$ cat src/mixed_radix_exchange_partner_top_assert.svh
// assertion macros for the exchange partner block
`ifndef MIXED_RADIX_EXCHANGE_PARTNER_TOP_ASSERT_SVH
`define MIXED_RADIX_EXCHANGE_PARTNER_TOP_ASSERT_SVH
`ifndef ASSERT_OFF
`define MREP_ASSERT(lbl, clk, rstn, prop) \
    lbl: assert property (@(posedge clk) disable iff (!(rstn)) prop) \
        else $error("assertion failed");
`define MREP_ASSERT_ALWAYS(lbl, clk, prop) \
    lbl: assert property (@(posedge clk) prop) else $error("assertion failed");
`else
`define MREP_ASSERT(lbl, clk, rstn, prop)
`define MREP_ASSERT_ALWAYS(lbl, clk, prop)
`endif
`endif

$ cat src/mrep_pkg.sv
// shared types, constants and helpers for the exchange partner block
package mrep_pkg;
    localparam int MAX_LEVELS      = 4;
    localparam int RANK_BITS       = 16;
    localparam int RADIX_BITS      = 17;
    localparam int CHUNK_BITS      = 13;
    localparam int OFFSET_BITS     = 28;
    localparam int CELLS_PER_LEVEL = RANK_BITS + 2;
    localparam int NUM_CELLS       = MAX_LEVELS * CELLS_PER_LEVEL;

    localparam logic [2:0] CFG_LEVEL_COUNT = 3'd0;
    localparam logic [2:0] CFG_RADIX_0     = 3'd1;
    localparam logic [2:0] CFG_RADIX_1     = 3'd2;
    localparam logic [2:0] CFG_RADIX_2     = 3'd3;
    localparam logic [2:0] CFG_RADIX_3     = 3'd4;
    localparam logic [2:0] CFG_CHUNK_SIZE  = 3'd5;

    typedef struct packed {
        logic [RANK_BITS-1:0]  me;
        logic [RANK_BITS-1:0]  a;
        logic [RANK_BITS-1:0]  b;
        logic [RADIX_BITS-1:0] ra;
        logic [RADIX_BITS-1:0] rb;
        logic [RANK_BITS-1:0]  res_d;
        logic [RANK_BITS-1:0]  res_s;
        logic [RANK_BITS-1:0]  mult;
    } t_work;

    function automatic logic [RADIX_BITS-1:0] eff_radix(
        input logic [2:0]            lc,
        input logic [2:0]            lvl,
        input logic [RADIX_BITS-1:0] rg
    );
        logic [2:0] used;
        used = (lc > 3'(MAX_LEVELS)) ? 3'(MAX_LEVELS) : lc;
        if (lvl >= used || rg == '0) begin
            return RADIX_BITS'(1);
        end
        return rg;
    endfunction
endpackage

$ cat src/mrep_out_cell.sv
// buffer offsets, self copy flag and output register
module mrep_out_cell import mrep_pkg::*; (
    input  logic                   i_clk,
    input  logic                   i_rst_n,
    input  logic [CHUNK_BITS-1:0]  i_chunk,
    input  logic                   i_valid,
    output logic                   o_ready,
    input  t_work                  i_data,
    output logic                   o_valid,
    input  logic                   i_ready,
    output logic [RANK_BITS-1:0]   o_dest,
    output logic [RANK_BITS-1:0]   o_src,
    output logic                   o_self,
    output logic [OFFSET_BITS-1:0] o_send_off,
    output logic [OFFSET_BITS-1:0] o_recv_off
);
    logic                              r_valid;
    logic [RANK_BITS-1:0]              r_dest;
    logic [RANK_BITS-1:0]              r_src;
    logic                              r_self;
    logic [OFFSET_BITS-1:0]            r_send;
    logic [OFFSET_BITS-1:0]            r_recv;
    logic [RANK_BITS+CHUNK_BITS-1:0]   prod_send;
    logic [RANK_BITS+CHUNK_BITS-1:0]   prod_recv;

    assign o_ready   = !r_valid || i_ready;
    assign prod_send = i_data.res_d * i_chunk;
    assign prod_recv = i_data.res_s * i_chunk;

    always_ff @(posedge i_clk) begin
        if (!i_rst_n) begin
            r_valid <= 1'b0;
        end else if (o_ready) begin
            r_valid <= i_valid;
        end
        if (o_ready && i_valid) begin
            r_dest <= i_data.res_d;
            r_src  <= i_data.res_s;
            r_self <= i_data.res_d == i_data.me;
            r_send <= prod_send[OFFSET_BITS-1:0];
            r_recv <= prod_recv[OFFSET_BITS-1:0];
        end
    end

    assign o_valid    = r_valid;
    assign o_dest     = r_dest;
    assign o_src      = r_src;
    assign o_self     = r_self;
    assign o_send_off = r_send;
    assign o_recv_off = r_recv;
endmodule

$ cat config.mk
export PLATFORM = sky130hd
export DESIGN_NAME = mrep_out_cell
export DESIGN_NICKNAME = d
export VERILOG_FILES = /design/src/mixed_radix_exchange_partner_top_assert.svh /design/src/mrep_pkg.sv /design/src/mrep_out_cell.sv
export SDC_FILE = /design/constraint.sdc
export NUM_CORES = 1
export LEC_CHECK = 0
export BUFFER_PORTS_ARGS = -buffer_cell sky130_fd_sc_hd__buf_2
export CORE_MARGIN = 1.5
export CORE_UTILIZATION = 55
export CTS_CLUSTER_DIAMETER = 100
export DETAILED_ROUTE_END_ITERATION = 6
export HOLD_SLACK_MARGIN = 0.05
export PLACE_DENSITY_LB_ADDON = 0.25
export SLEW_MARGIN = 20
export SYNTH_ARGS = -nofsm -noshare
export SYNTH_HDL_FRONTEND = slang
export SYNTH_SLANG_ARGS = --single-unit
export TNS_END_PERCENT = 50
$ cat constraint.sdc
create_clock -name i_clk -period 5.8 [get_ports i_clk]
set_input_delay 1.16 -clock i_clk [delete_from_list [all_inputs] [get_ports i_clk]]
set_output_delay 1.16 -clock i_clk [all_outputs]
set_load 0.02 [all_outputs]
# ---- Word level (Yosys, flattened, before mapping)
# Cells that the tools add are included.
dict set report word_totals {
  out_inout_bits 91
  word_cells 12
  regBits 90
  input_bits 147
}
dict set report classes {
  eq_ne 1
  n_reduce_logical 3
  n_mul 2
}
# op count
set ops {}
lappend ops {{multiplier 16 x 13 -> 28 bit} 2}
lappend ops {{== test 16 bit} 1}
lappend ops {{logical AND 1 bit} 1}
lappend ops {{logical NOT 1 bit} 1}
lappend ops {{logical OR 1 bit} 1}

# ---- Logic depth before layout (Yosys ltp)
# Gate-level depths: netlist of run 1.
dict set report depth {
  depth_word 3
  ltp_mapped 21
  ltp_nobuf 19
}

# ---- Least setup slack after synthesis of run 1
# OpenSTA, ideal clock, no wires.
dict set report synth_path {
  path_kind {in2reg}
  startpoint {input port i_data[42] (netlist bit)}
  endpoint {register r_send[22] (netlist: o_send_off[22]) (data pin)}
  cell_stages 19
  slack_ns -0.206
  t_required_ns 5.540
  arrival_time_ns 5.746
  path_buffers 1
  cell_sequence {clkbuf_1 > and2_1 > fa_1 > inv_1 > fa_1 > inv_1 > fa_1 > fa_1 > inv_1 > fa_1 > inv_1 > ha_1 > a21o_1 > a311oi_2 > a2bb2oi_2 > nand2_1 > a311o_1 > a21oi_2 > xnor2_1}
}
dict set report synth_via {
  elab_chain_cells 1
}
# item line_no
set synth_rtl {}
lappend synth_rtl {{from (decl)} mrep_out_cell.sv:8} ;# input t_work i_data,
lappend synth_rtl {{multiplier 16 x 13 -> 28 bit} mrep_out_cell.sv:27} ;# assign prod_send = i_data.res_d * i_chunk;
lappend synth_rtl {{named net prod_send[22]} mrep_out_cell.sv:23} ;# logic [RANK_BITS+CHUNK_BITS-1:0] prod_send;
lappend synth_rtl {{to (signal assigned)} mrep_out_cell.sv:40} ;# r_send <= prod_send[OFFSET_BITS-1:0];
lappend synth_rtl {{to (decl)} mrep_out_cell.sv:21} ;# logic [OFFSET_BITS-1:0] r_send;
# The timed path passes the listed nets, and every way through them passes these cells.
# A chain may end at the register's enable or synchronous reset.

# ---- Worst setup path after layout of run 1
dict set report layout_path {
  startpoint {input port i_chunk[2]}
  endpoint {register r_recv[25] (netlist: o_recv_off[25]) (data pin)}
}
dict set report layout_via {
  elab_chain_cells 1
}
# item line_no
set layout_rtl {}
lappend layout_rtl {{from (decl)} mrep_out_cell.sv:5} ;# input logic [CHUNK_BITS-1:0] i_chunk,
lappend layout_rtl {{multiplier 16 x 13 -> 28 bit} mrep_out_cell.sv:28} ;# assign prod_recv = i_data.res_s * i_chunk;
lappend layout_rtl {{named net prod_recv[25]} mrep_out_cell.sv:24} ;# logic [RANK_BITS+CHUNK_BITS-1:0] prod_recv;
lappend layout_rtl {{to (signal assigned)} mrep_out_cell.sv:41} ;# r_recv <= prod_recv[OFFSET_BITS-1:0];
lappend layout_rtl {{to (decl)} mrep_out_cell.sv:22} ;# logic [OFFSET_BITS-1:0] r_recv;
# The timed path passes the listed nets, and every way through them passes these cells.

==> results.ini, run 1 <==
[critical_path]
start_kind = input port
rr_endpoint = o_send_off[21]
path_buf_inv = 6
crit_family = adder cells
reg2reg_depth = 3
end_kind = flip-flop
crit_path_max_incr_delay_ns = 0.56
critical_path_class = input port to flip-flop
cp_cell_sequence = buf_6 > buf_4 > and2_1 > fa_1 > inv_1 > fa_1 > inv_1 > fa_1 > fa_1 > inv_1 > fa_1 > inv_1 > ha_4 > o21ai_0 > a221o_1 > a31oi_4 > o21ai_4 > a21o_1 > a311o_1
rr_startpoint = o_valid
r2r_slack_ns = 3.83
slowest_stage = fa_1
required_ns = 5.94
cp_max_fo = 19
path_common_cell = fa_1
critical_path_arrival_ns = 5.92

[logic_synthesis]
synth_ff_type = edfxtp_1
synth-async-reset-ratio_pct = 0
ys_types = 58
synth_area_mm2 = 0.0165
avgSynthCellArea_um2 = 9.37
synth_top_area_share_pct = 37.0
ys_warn_count = 0
synth_top_area_cell = fa_1
synth_edf_count = 89
synth_fp_nets = 2361
ys_seq_elements = 90
synth_cells = 1766
ys_seq_area_share_pct = 16.3
yosys-top-cells-area = fa_1 37%, edfxtp_1 16%, ha_1 11%

[timing]
max_freq_mhz = 173
rsz0062_at_grt = true
setup_viol = 0
period_share_pct = 99.7
tightest_slew_ns = 0.649
tns_ns = 0
skew_ns = 0.0126
whs_ns = 0.545
maxSlewViolCount = 0
post-route-min-period_ns = 5.78
hold_violations = 0
max-slew-margin-rel_pct = 56.7

[routing]
wire_per_inst_um = 15.7
routed_wl_um = 39400
drt_iter0_drc = 711
avgViaCountPerCell = 5.20
drc = 0
ant_nets = 0
vias = 13000
dr.pass1.iters = 5

[place]
post_dp_cell_area_mm2 = 0.0195
placedCellCount = 2469
gp_congestion = 0.878
portBuffers = 155
dp.final_hpwl_um = 30800

[global_routing]
grt_max_degree = 52
grt_pass1_wl_um = 63700
antenna_found_initial = 0
overflow = 0
grt_usage_pct = 25.9
grt_pass1_vias = 13600

[run_status]
status = finished, final reports clean

[cts]
clk_path_buf_depth = 2
cts_tree = built
root_buffer = clkbuf_16
clk_pin_slew_ns = 0.09
clock-sinks = 90
clock_latency_ns = 0.37
cts_buffers = 9
ctsHoldBuffers = 0
htreeDepth = 3

[worst_hold_path]
hold_path.class = flip-flop to flip-flop
min_to = o_valid
hp-start = o_valid
hold-path-cell-count = 2

[floorplan]
die_x_um = 176
initial_core_util_pct = 55.8
design.core.area_mm2 = 0.0296
ios = 238
num_rows = 63
die_area_mm2 = 0.0311
die_h_um = 176

[finish]
layout.nets = 2707
layout_common_cells = 426 x inv_1, 299 x fa_1, 248 x buf_4
fillers = 2274
diodes = 0
final_common_cell = inv_1
final_cell_area_mm2 = 0.0207
areaGrowthSynthToFinish_pct = 24.9
drive_above_1_share_pct = 24.6
final_core_util_pct = 69.7
final_cells = 2507

[pwr]
ir_drop_mv = 0.591
p_leak_nw = 10.6
power_density_mw_per_mm2 = 665

[flow_run]
maxCapViolations = 0

metrics by stage:
step	power (mW)	worst slack (ns)
floorplan	7.91	0.00492
global placement	11.4	-0.502
detailed placement	11.7	-0.625
CTS	12.6	-0.0274
global route	15.1	-0.111
finish	13.7	0.0161
registers in the layout, indices dropped and copies added, names as in the netlist:
register,cells
o_valid,1
o_send_off,28
o_recv_off,28
o_dest,16
o_src,16
o_self,1
worst register-to-register path, stage by stage, from the launching register on:
cell	delay, ns
dfxtp_1	0.32
nand2b_1	0.09
and2_4	0.51
buf_4	0.65
synthesized netlist by cell type, drive strengths merged (4+ instances only):
cell    number
nand2      240
and2       203
o21a         7
inv        433
o21bai       6
clkbuf      77
edfxtp      89
and3         5
fa         306
nor3         5
nor2        34
xnor2       45
nand3       10
ha         142
a31oi        4
o21ai       22
a21o        23
a21oi       38
a211oi      10
nand4        8
xor2        14
how the worst max path moves through the flow:
stage / start / endpoint / slack, ns / cells after the start
2_1_floorplan: i_data[30] / o_recv_off[25] / 0.005 / 18
3_3_place_gp: i_chunk[1] / o_recv_off[25] / -0.50 / 19
3_5_place_dp: i_chunk[1] / o_recv_off[25] / -0.62 / 19
4_1_cts: i_chunk[3] / o_recv_off[25] / -0.03 / 19
5_1_grt: i_chunk[2] / o_recv_off[25] / -0.11 / 19
6_report: i_chunk[2] / o_recv_off[25] / 0.02 / 19
layer usage:
layer	part of all wire [%]	vias to the layer above	GRT usage (%)	wire, µm
li1	-	5976	-	-
met5	0	-	0	0
met3	7.8	64	5.04	3090
met1	41	6554	34.1	16300
met2	49	450	43.9	19300
met4	1.8	0	7.03	727
cell type report:
class | count | area (µm²) | share of cell area (%)
Multi-Input combinational cell | 1164 | 12400 | 60.1
Inverter | 433 | 1630 | 7.87
Clock inverter | 7 | 76.3 | 0.369
Clock buffer | 9 | 225 | 1.09
Timing Repair Buffer | 414 | 3140 | 15.2
Tap cell | 390 | 488 | 2.36
Sequential cell | 90 | 2690 | 13.0
cells by family (layout without fill, tap and decap cells):
kind of cell	count (synthesis)	in the layout	synth area share, %
AO/OA/AOI/OAI	136	136	5.60
XOR/XNOR	59	59	3.12
adder cells (fa/ha/maj)	448	448	47.8
buffers and inverters	512	863	11.6
flip-flops	90	90	16.3
multiplexers	2	2	0.129
AND/OR/NAND/NOR	519	519	15.5
report_power, final:
part | total [mW] | switching [mW] | internal, mW
logic | 11.7 | 5.87 | 5.87
registers | 1.36 | 0.0412 | 1.31
clock network | 0.633 | 0.325 | 0.308
what timing repair did:
| item | 4_1_cts | 5_1_grt |
|---|---|---|
| pin swaps | 5 | 38 |
| setup buffers | 1 | 15 |
| endpoints found under the hold margin | 0 | 0 |
| gates cloned | 0 | 6 |
| resized for setup | 16 | 144 |
| setup endpoints to repair | 15 | 23 |
Note: power is estimated with default switching activity, not from simulation.
==> run 2, diff against run 1 <==
--- a/config.mk
+++ b/config.mk
@@ -7,11 +7,12 @@
 export LEC_CHECK = 0
 export BUFFER_PORTS_ARGS = -buffer_cell sky130_fd_sc_hd__buf_2
 export CORE_MARGIN = 1.5
-export CORE_UTILIZATION = 55
+export CORE_UTILIZATION = 45
 export CTS_CLUSTER_DIAMETER = 100
 export DETAILED_ROUTE_END_ITERATION = 6
 export HOLD_SLACK_MARGIN = 0.05
 export PLACE_DENSITY_LB_ADDON = 0.25
+export RECOVER_POWER = 25
 export SLEW_MARGIN = 20
 export SYNTH_ARGS = -nofsm -noshare
 export SYNTH_HDL_FRONTEND = slang
==> run 2 against run 1 <==
Setup slack better by 0.028 ns; combinational power about the same; via count down 1.8%; largest cell class unchanged; highest routed layer unchanged.
==> results.ini, run 2 (synthesis results as in run 1) <==
[run_status]
status = finished, final reports clean

[finish]
final_core_util_pct = 57.1  ; -13 points
fillers = 3265  ; +44%
layout.nets = 2705  ; -0.074%
final_cell_area_mm2 = 0.0208  ; +0.71%
final_common_cell = inv_1
diodes = 0  ; unchanged
final_cells = 2583  ; +3.0%
areaGrowthSynthToFinish_pct = 25.7
layout_common_cells = 429 x inv_1, 299 x fa_1, 247 x buf_4
drive_above_1_share_pct = 25.1  ; +0.50 points

[pwr]
clock_power_share_pct = 4.5  ; about the same
p_total_mw = 13.7  ; -0.28%
seqPwrFrac_pct = 9.9  ; about the same
pwr-share-comb_pct = 85.5  ; about the same
power_density_mw_per_mm2 = 658  ; -0.98%
p_int_mw = 7.52  ; +0.36%
p_sw_share_pct = 45.1  ; -0.35 points
p_leak_nw = 10.6  ; -0.11%
ir_drop_mv = 0.573  ; -3.1%
switchingPower_mw = 6.17  ; -1.1%

[timing]
maxSlewViolCount = 0  ; unchanged
setup_viol = 0  ; unchanged
post-route-min-period_ns = 5.76  ; -0.0281 ns
tightest_slew_ns = 0.694  ; +0.0450 ns
period_share_pct = 99.2  ; -0.48 points
rsz0062_at_grt = true
hold_violations = 0  ; unchanged
max_freq_mhz = 174  ; +0.49%
max-slew-margin-rel_pct = 53.7  ; -3.0 points
skew_ns = 0.00443  ; -0.00816 ns

[routing]
drt_iter0_drc = 638  ; -10%
routed_wl_um = 39700  ; +0.81%
drc = 0  ; unchanged
avgViaCountPerCell = 4.96  ; -4.7%
wire_per_inst_um = 15.4  ; -2.2%
dr.pass1.iters = 7  ; +2
vias = 12800  ; -1.8%
ant_nets = 0  ; unchanged

[critical_path]
end_kind = flip-flop
start_kind = input port
cp_max_fo = 6  ; -13
path_common_cell = fa_1
cp_cell_sequence = buf_8 > buf_12 > buf_8 > nand2_1 > fa_1 > fa_1 > inv_1 > fa_1 > fa_1 > inv_1 > fa_1 > inv_1 > ha_1 > buf_4 > a21oi_1 > o21ai_1 > a2bb2oi_4 > a21oi_4 > o31ai_4 > nor3b_2 > a211o_1
path_buf_inv = 7  ; +1
slowest_stage = fa_1
crit_family = adder cells
critical_path_class = input port to flip-flop
required_ns = 5.94  ; about the same
critical_path_arrival_ns = 5.89  ; -0.03 ns
crit_path_max_incr_delay_ns = 0.52  ; -0.04 ns

[global_routing]
antenna_found_initial = 0  ; unchanged
grt_max_degree = 49  ; -5.8%
grt_pass1_wl_um = 64100  ; +0.48%
grt_pass1_vias = 13300  ; -2.2%
grt_usage_pct = 21.3  ; -4.6 points
overflow = 0  ; unchanged

[cts]
clock_latency_ns = 0.39  ; +0.02 ns
cts_buffers = 9  ; unchanged
cts_tree = built
clk_pin_slew_ns = 0.08  ; about the same
htreeDepth = 3  ; unchanged
ctsHoldBuffers = 0  ; unchanged
clk_path_buf_depth = 2  ; unchanged
clock-sinks = 90  ; unchanged
root_buffer = clkbuf_16

[worst_hold_path]
hold_path.class = flip-flop to flip-flop

[flow_run]
maxCapViolations = 0  ; unchanged

[place]
gp_congestion = 0.851  ; -3.1%
post_dp_cell_area_mm2 = 0.0196  ; +0.50%
placedCellCount = 2547  ; +3.2%
portBuffers = 155  ; unchanged
dp.final_hpwl_um = 31600  ; +2.3%

[floorplan]
die_area_mm2 = 0.0379  ; +22%
die_x_um = 195  ; +10%
die_h_um = 195  ; +10%
design.core.area_mm2 = 0.0364  ; +23%
ios = 238  ; unchanged
initial_core_util_pct = 45.4  ; -10 points
num_rows = 70  ; +11%

run 2: cell count changes in the layout (fill, tap and decap cells not counted), sizes merged:
cell / previous run / this run
buf: 405 / 402
clkbuf: 18 / 19
clkinvlp: 0 / 1
inv: 437 / 436
run 2: layout make-up:
class                           instances  area [µm²]  area share, %
Inverter                              433        1630           7.81
Clock inverter                          7        72.6          0.349
Multi-Input combinational cell       1164       12500           60.2
Clock buffer                            9         225           1.08
Tap cell                              468         586           2.81
Timing Repair Buffer                  412        3070           14.8
Sequential cell                        90        2690           12.9
run 2: worst paths after layout:
check                                 from              to  slack, ns  cells past startpoint
worst max register to register     o_valid  o_send_off[24]       3.80                      3
worst max-delay path            i_chunk[6]  o_send_off[26]       0.04                     21
worst min-delay path               o_valid         o_valid       0.55                      2
worst min register to register     o_valid         o_valid       0.55                      2
run 2: tightest hold or removal path: cells and delay by family (launching register included):
| family | cells | cell delay (ns) |
|---|---|---|
| AO/OA/AOI/OAI | 1 | 0.09 |
| AND/OR/NAND/NOR | 1 | 0.11 |
| flip-flops | 1 | 0.31 |
run 2: timing repair:
action	4_1_cts	5_1_grt
gates cloned	0	5
pin swaps	1	68
resized for setup	15	162
endpoints found under the setup margin	13	24
setup buffers	0	15
run 2: per-stage QoR:
stage	setup TNS [ns]	setup slack, ns	hold slack [ns]
6_report	0	0.0442	0.552
5_1_grt	-0.315	-0.110	0.588
4_1_cts	0	0.00467	0.544
3_5_place_dp	-11.52	-0.591	0.532
3_3_place_gp	-10.42	-0.576	0.505
2_1_floorplan	0	0.00492	0.750
run 2: layer usage:
| layer | up-vias | wire, µm | GRT usage (%) |
|---|---|---|---|
| li1 | 5972 | - | - |
| met1 | 6430 | 17100 | 29.0 |
| met2 | 376 | 19100 | 35.3 |
| met3 | 30 | 2980 | 3.87 |
| met4 | 0 | 568 | 5.28 |
| met5 | - | 0 | 0 |
run 2: power by group through the flow:
stage	logic (mW)	registers (mW)	clock network, mW
global placement	10.2	1.38	0
finish	11.7	1.36	0.622
CTS	10.6	1.36	0.645
global route	13.1	1.38	0.659
detailed placement	10.4	1.38	0
floorplan	6.28	1.64	0
==> run 3, diff against run 2 <==
--- a/config.mk
+++ b/config.mk
@@ -5,7 +5,7 @@
 export SDC_FILE = /design/constraint.sdc
 export NUM_CORES = 1
 export LEC_CHECK = 0
-export BUFFER_PORTS_ARGS = -buffer_cell sky130_fd_sc_hd__buf_2
+export BUFFER_PORTS_ARGS = -buffer_cell sky130_fd_sc_hd__clkbuf_2
 export CORE_MARGIN = 1.5
 export CORE_UTILIZATION = 45
 export CTS_CLUSTER_DIAMETER = 100
==> run 3 against run 2 <==
The run now ends with max-capacitance violations, max-slew violations, negative setup slack left; critical path depth shrank 1; power shrank 0.38%; maximum frequency shrank 1.2%.
==> results.ini, run 3 (synthesis results as in run 1) <==
[timing]
setup_viol = 2  ; +2
rsz0062_at_grt = true
tns_ns = -0.0390  ; -0.0390 ns
worst_slack_ns = -0.0237  ; -0.0679 ns
period_share_pct = 100  ; +1.2 points
max-slew-margin-rel_pct = -109  ; -160 points
hold_violations = 0  ; unchanged
tightest_slew_ns = 3.14  ; +2.45 ns
post-route-min-period_ns = 5.82  ; +0.0679 ns
max_freq_mhz = 172  ; -1.2%
skew_ns = 0.00491  ; +0.000481 ns
maxSlewViolCount = 47  ; +47
whs_ns = 0.539  ; -0.0132 ns

[floorplan]
ios = 238  ; unchanged
die_h_um = 195  ; unchanged
num_rows = 70  ; unchanged
die_area_mm2 = 0.0379  ; unchanged
initial_core_util_pct = 45.4  ; unchanged
die_x_um = 195  ; unchanged
design.core.area_mm2 = 0.0364  ; unchanged

[global_routing]
grt_pass1_wl_um = 64500  ; +0.65%
grt_usage_pct = 21.5  ; +0.20 points
overflow = 0  ; unchanged
grt_pass1_vias = 13200  ; -1.0%
grt_max_degree = 47  ; -4.1%
antenna_found_initial = 0  ; unchanged

[pwr]
switchingPower_mw = 6.18  ; about the same
power_density_mw_per_mm2 = 657  ; -0.21%
p_int_mw = 7.46  ; -0.71%
p_leak_nw = 10.6  ; +0.39%
p_sw_share_pct = 45.3  ; +0.18 points
p_total_mw = 13.6  ; -0.38%
clock_power_share_pct = 4.7  ; +0.2 points
ir_drop_mv = 0.633  ; +10%
pwr-share-comb_pct = 85.3  ; -0.2 points
seqPwrFrac_pct = 10.0  ; about the same

[routing]
avgViaCountPerCell = 4.95  ; -0.20%
drt_iter0_drc = 644  ; +0.94%
drc = 0  ; unchanged
ant_nets = 0  ; unchanged
vias = 12800  ; +0.27%
dr.pass1.iters = 5  ; -2
wire_per_inst_um = 15.4  ; +0.43%
routed_wl_um = 40100  ; +0.90%

[finish]
diodes = 0  ; unchanged
final_common_cell = inv_1
areaGrowthSynthToFinish_pct = 25.5
layout_common_cells = 427 x inv_1, 298 x fa_1, 241 x buf_4
layout.nets = 2717  ; +0.44%
final_cells = 2595  ; +0.46%
drive_above_1_share_pct = 24.8  ; -0.33 points

[cts]
clk_path_buf_depth = 2  ; unchanged
clock_latency_ns = 0.39  ; about the same
cts_buffers = 9  ; unchanged
cts_tree = built
clk_pin_slew_ns = 0.08  ; about the same
ctsHoldBuffers = 0  ; unchanged
htreeDepth = 3  ; unchanged
root_buffer = clkbuf_16
clock-sinks = 90  ; unchanged

[critical_path]
rr_endpoint = o_send_off[22]
critical_path_class = input port to flip-flop
critical_path_arrival_ns = 5.97  ; +0.08 ns
end_kind = flip-flop
reg2reg_depth = 3  ; unchanged
rr_startpoint = o_valid
r2r_slack_ns = 1.94  ; -1.86 ns
start_kind = input port
required_ns = 5.95  ; about the same
cp_max_fo = 8  ; +2

[flow_run]
maxCapViolations = 1  ; +1

[place]
portBuffers = 155  ; unchanged
placedCellCount = 2564  ; +0.67%
dp.final_hpwl_um = 32000  ; +1.3%
gp_congestion = 0.839  ; -1.4%
place_ws_ns = -0.631  ; -0.0404 ns

[run_status]
failed_checks = max-capacitance violations, max-slew violations, negative setup slack
status = finished, violations left

[worst_hold_path]
hold_path.class = flip-flop to flip-flop
hp-start = o_valid
min_to = o_valid
hold-path-cell-count = 2  ; unchanged

-- run 3: worst max-delay path by stage --
stage                           from              to  slack [ns]  depth (start not counted)
final                     i_chunk[1]  o_recv_off[25]       -0.02                         20
after global routing      i_chunk[8]  o_recv_off[24]       -0.18                         20
after CTS                 i_chunk[1]  o_recv_off[25]       -0.02                         20
after detailed placement  i_chunk[3]  o_send_off[25]       -0.63                         20
after global placement    i_chunk[3]  o_recv_off[25]       -0.56                         19
after floorplan           i_data[30]  o_recv_off[25]       0.005                         18
-- run 3: power by group through the flow --
stage                     clock [mW]  sequential [mW]  combinational [mW]
after floorplan                    0             1.64                6.28
after global routing           0.671             1.39                13.0
after CTS                      0.655             1.37                11.0
after detailed placement           0             1.39                10.5
after global placement             0             1.39                10.3
final                          0.636             1.37                11.6
-- run 3: final cells by class --
class / instances / area (µm²)
Clock buffer: 9 / 225
Fill cell: 3244 / 15700
Sequential cell: 90 / 2690
Timing Repair Buffer: 424 / 3150
Clock inverter: 7 / 67.6
Multi-Input combinational cell: 1164 / 12400
Inverter: 433 / 1630
Tap cell: 468 / 586
-- run 3: routing by layer --
metal  GRT usage (%)  wire [µm]  vias up
li1                -          -     6005
met1            29.2      17900     6464
met2            35.3      19000      335
met3            3.92       2470       38
met4            6.12        727        0
met5               0          0        -
-- run 3: worst max-delay path: stages --
cell,delay [ns]
buf_12,0.11
buf_12,0.14
and2_4,0.14
fa_1,0.53
inv_1,0.05
fa_1,0.49
inv_2,0.05
fa_1,0.49
fa_1,0.55
inv_1,0.05
fa_1,0.51
inv_2,0.05
ha_4,0.27
and3_4,0.17
a221oi_2,0.06
o21a_1,0.24
a31oi_4,0.26
o21ai_4,0.11
a21o_1,0.21
a311o_1,0.32
-- run 3: stage by stage --
step / cell area, µm² / utilization (%)
finish: 20800 / 57.0
global route: 20800 / 57.0
CTS: 20300 / 55.6
detailed placement: 19800 / 54.4
global placement: 19800 / 54.4
floorplan: 16700 / -
-- run 3: timing repair --
item                       in CTS  in global routing
cloned                          0                  6
pin swaps                      18                 54
buffers inserted                2                  7
setup endpoints to repair      15                 25
gates resized for setup        35                 98
